===== src/rtl/fefu_ram.sv =====
`timescale 1ns / 1ps
module fefu_ram #(
   parameter int WIDTH = 8,
   parameter int DEPTH = 256
) (
   input  logic                     clock,
   input  logic                     write_en,
   input  logic [$clog2(DEPTH)-1:0] write_addr,
   input  logic [WIDTH-1:0]         write_data,
   input  logic [$clog2(DEPTH)-1:0] read_addr,
   output logic [WIDTH-1:0]         read_data
);

   logic [WIDTH-1:0] mem_ff [DEPTH];
   logic [WIDTH-1:0] read_data_ff;

   // read returns the contents before a same-cycle write
   always_ff @(posedge clock) begin
      read_data_ff <= mem_ff[read_addr];
      if (write_en) begin
         mem_ff[write_addr] <= write_data;
      end
   end

   assign read_data = read_data_ff;

endmodule


===== config.mk =====
export PLATFORM = sky130hd
export DESIGN_NAME = fefu_ram
export DESIGN_NICKNAME = d
export VERILOG_FILES = /design/src/rtl/fefu_ram.sv
export SDC_FILE = /design/constraint.sdc
export NUM_CORES = 2
export LEC_CHECK = 0
export BUFFER_PORTS_ARGS = -buffer_cell sky130_fd_sc_hd__buf_2
export CORE_ASPECT_RATIO = 1.5
export CORE_MARGIN = 2
export CORE_UTILIZATION = 40
export CTS_CLUSTER_DIAMETER = 150
export DETAILED_ROUTE_END_ITERATION = 10
export PLACE_DENSITY = 0.64
export REMOVE_ABC_BUFFERS = 1
export SLEW_MARGIN = 20
export SYNTH_ARGS = -nofsm -noshare
export SYNTH_HDL_FRONTEND = slang
export SYNTH_SLANG_ARGS = --single-unit

===== constraint.sdc =====
create_clock -name clock -period 5.88 [get_ports clock]
set_input_delay 1.176 -clock clock [delete_from_list [all_inputs] [get_ports clock]]
set_output_delay 1.176 -clock clock [all_outputs]
set_load 0.02 [all_outputs]

==> flow_summary.toml <==
[status]
status = "completed"

[worst_setup_path]
critPathTopFamily = "compound AO/OA/AOI/OAI gates"
crit_path_top_delay_cell = "mux4_2"
crit_arrival_ns = 4.81
reg2reg_slack_ns = 3.10
critPathBufInv = 4
cpMostUsedCell = "buf_4"
setup.worst_path.class = "in2reg"
required_ns = 6.57
worstPathCellList = "buf_8 > buf_12 > buf_4 > mux4_2 > a22o_1 > a221oi_1 > o221ai_1 > a211oi_1 > buf_4 > nor4_1"
worstSetupEndpointType = "flop"
cp_slowest_stage_delay_ns = 0.56
cp_max_fo = 27
start_kind = "primary input"

[synth]
synth_edf_count = 2048
synth.avg_cell_area_um2 = 21.31
yosys.area.top_type = "edfxtp_1"
synth_top_area_frac = 0.7730
synthCells = 3733
synth_most_common_cell = "edfxtp_1"
synth_flop_cell = "edfxtp_1"
netlist_area_um2 = 79560
ys_warn_count = 0
ys_seq_area_frac = 0.7750
synth_common_cells = "edfxtp_1, mux4_2, nor2_1"
synth_area_leaders = "edfxtp_1, mux4_2, mux2i_1"
ys_ff_latch = 2056
ys_async_sr_fraction = 0
synth_cell_type_count = 55

[global_route]
grt_pass1_vias = 39228
grt_overflow = 0
antenna_found_initial = 14
grt_use_total = 0.1964
grt_pass1_wl_mm = 287.4
grt_max_degree = 217

[cts]
postCtsSetupRepairBufs = 0
clock_sinks = 2056
clk_latency_ns = 0.83
ctsHoldBuffers = 0
tritoncts = "built"
clkTransAtPathRegs_ns = 0.07
ctsHtreeMaxLevel = 4
cts-buffers-inserted = 180
root_buffer = "clkbuf_16"
cts_buffer_depth = 4
post_cts_resized = 0

[routing]
drc = 0
drt-initial-drc-count = 4282
wl_mm = 200.7
dr_total_vias = 37987
wl_per_cell_um = 30.46
vias_per_cell = 5.764
antenna_left = 0
firstDrtPassIters = 5

[floorplan]
die_y_um = 550.2
die-area_um2 = 202500
io-pin-count = 34
core_area_um2 = 197700
rows = 200
fp.dieW_um = 368.1
start_util = 0.4024

[timing]
hold_viol = 0
maxSlewViolCount = 0
fin_setup_tns_ns = 0
relSlewSlack = 0.2189
final.min_clock_period_ns = 4.124
fmax_mhz = 242.5
setup_viol_count_final = 0
rsz0062_at_grt = "no"
tightest_slew_ns = 1.172
period_share = 0.7014
clock_skew_ns = 0.06008

[cells_and_area]
area_growth_pct = 11.09
final_core_util = 0.4471
drive_above_1_share = 0.2171
fin_nets = 3847
nFillCells = 16581

[placed_design]
routabilityCongestion = 0.9090
io_buffers = 33
hpwl_mm = 125.1

[run]
max-cap-violations = 0

[pwr]
p_per_area_nw_per_um2 = 328.9
p_leak_nw = 26.76
p_total_mw = 29.07
ir_worst_vdd_uv = 230.1

[hold_path]
hp-class = "in2reg"
[cell type report]
| class | instances | area [µm²] | share of cell area |
|---|---|---|---|
| Sequential cell | 2056 | 61660 | 0.6976 |
| Multi-Input combinational cell | 1442 | 16500 | 0.1867 |
| Clock buffer | 221 | 4700 | 0.05317 |
| Tap cell | 2626 | 3286 | 0.03718 |
| Timing Repair Buffer | 139 | 1381 | 0.01563 |
| Clock inverter | 96 | 824.5 | 0.009329 |
| Antenna cell | 8 | 20.02 | 0.0002265 |
| Inverter | 2 | 7.507 | 0.00008494 |
[metal layers]
| layer | up-vias | global-route usage | wire (µm) |
|---|---|---|---|
| met2 | 1551 | 0.3491 | 105000 |
| met1 | 20154 | 0.2308 | 71400 |
| met3 | 445 | 0.03104 | 13120 |
| met5 | - | 0 | 47 |
| li1 | 15831 | - | - |
| met4 | 6 | 0.09864 | 11160 |
[cells by family after synthesis]
kind of cell | synth area share
mux | 0.1462
buf+inv | 0.01831
simple gates | 0.02628
compound gates | 0.03419
flops | 0.7750
[where the power goes]
part | switching, mW | total [mW] | internal [mW]
Clock | 5.18 | 11.4 | 6.22
Combinational | 0.980 | 1.48 | 0.496
Sequential | 0.0389 | 16.2 | 16.2
Total | 6.20 | 29.1 | 22.9
[flip-flops by register name, summed over array words and instances, names as in the netlist]
register   count
read_data      8
mem_ff      2048
[layout by cell type, fill, tap and decap left out, drive strengths merged, types with 4 or more instances in the layout]
cell      instances
nor2b            31
nand2b            8
dfxtp             8
mux2i           134
and2              6
a2111oi           5
buf             139
nand3            34
edfxtp         2048
clkinv           71
clkinvlp          7
nor3             22
a22o              8
nand2            33
bufinv           12
clkbuf          221
nor2            282
o32ai             5
o21ai            12
o211ai           10
a221oi           14
or2               4
nor4             27
o22a              5
a22oi           133
o22ai            28
diode             8
a211oi           16
inv               8
a21oi            96
nand4            10
mux4            456
o221ai           47
[through the flow]
stage / std cells / setup WS [ns] / area (µm²) / hold WS, ns
2_1_floorplan: 3500 / 2.296 / 78110 / 0.7630
3_3_place_gp: 6260 / 0.6973 / 82740 / 1.067
3_5_place_dp: 6263 / 0.9162 / 82780 / 1.096
4_1_cts: 6580 / 1.781 / 88310 / 0.7316
5_1_grt: 6583 / 1.735 / 88360 / 0.7603
6_report: 6590 / 1.756 / 88380 / 0.7637
[final timing paths]
check                           cells after the start        endpoint          start
worst min register to register                      7    read_data[5]  mem_ff[32][5]
worst max register to register                      7    read_data[5]  mem_ff[27][5]
worst max-delay path                               10    read_data[5]   read_addr[0]
worst min-delay path                                1  mem_ff[220][6]  write_data[6]
No activity file was read; power rests on OpenSTA's default activity.
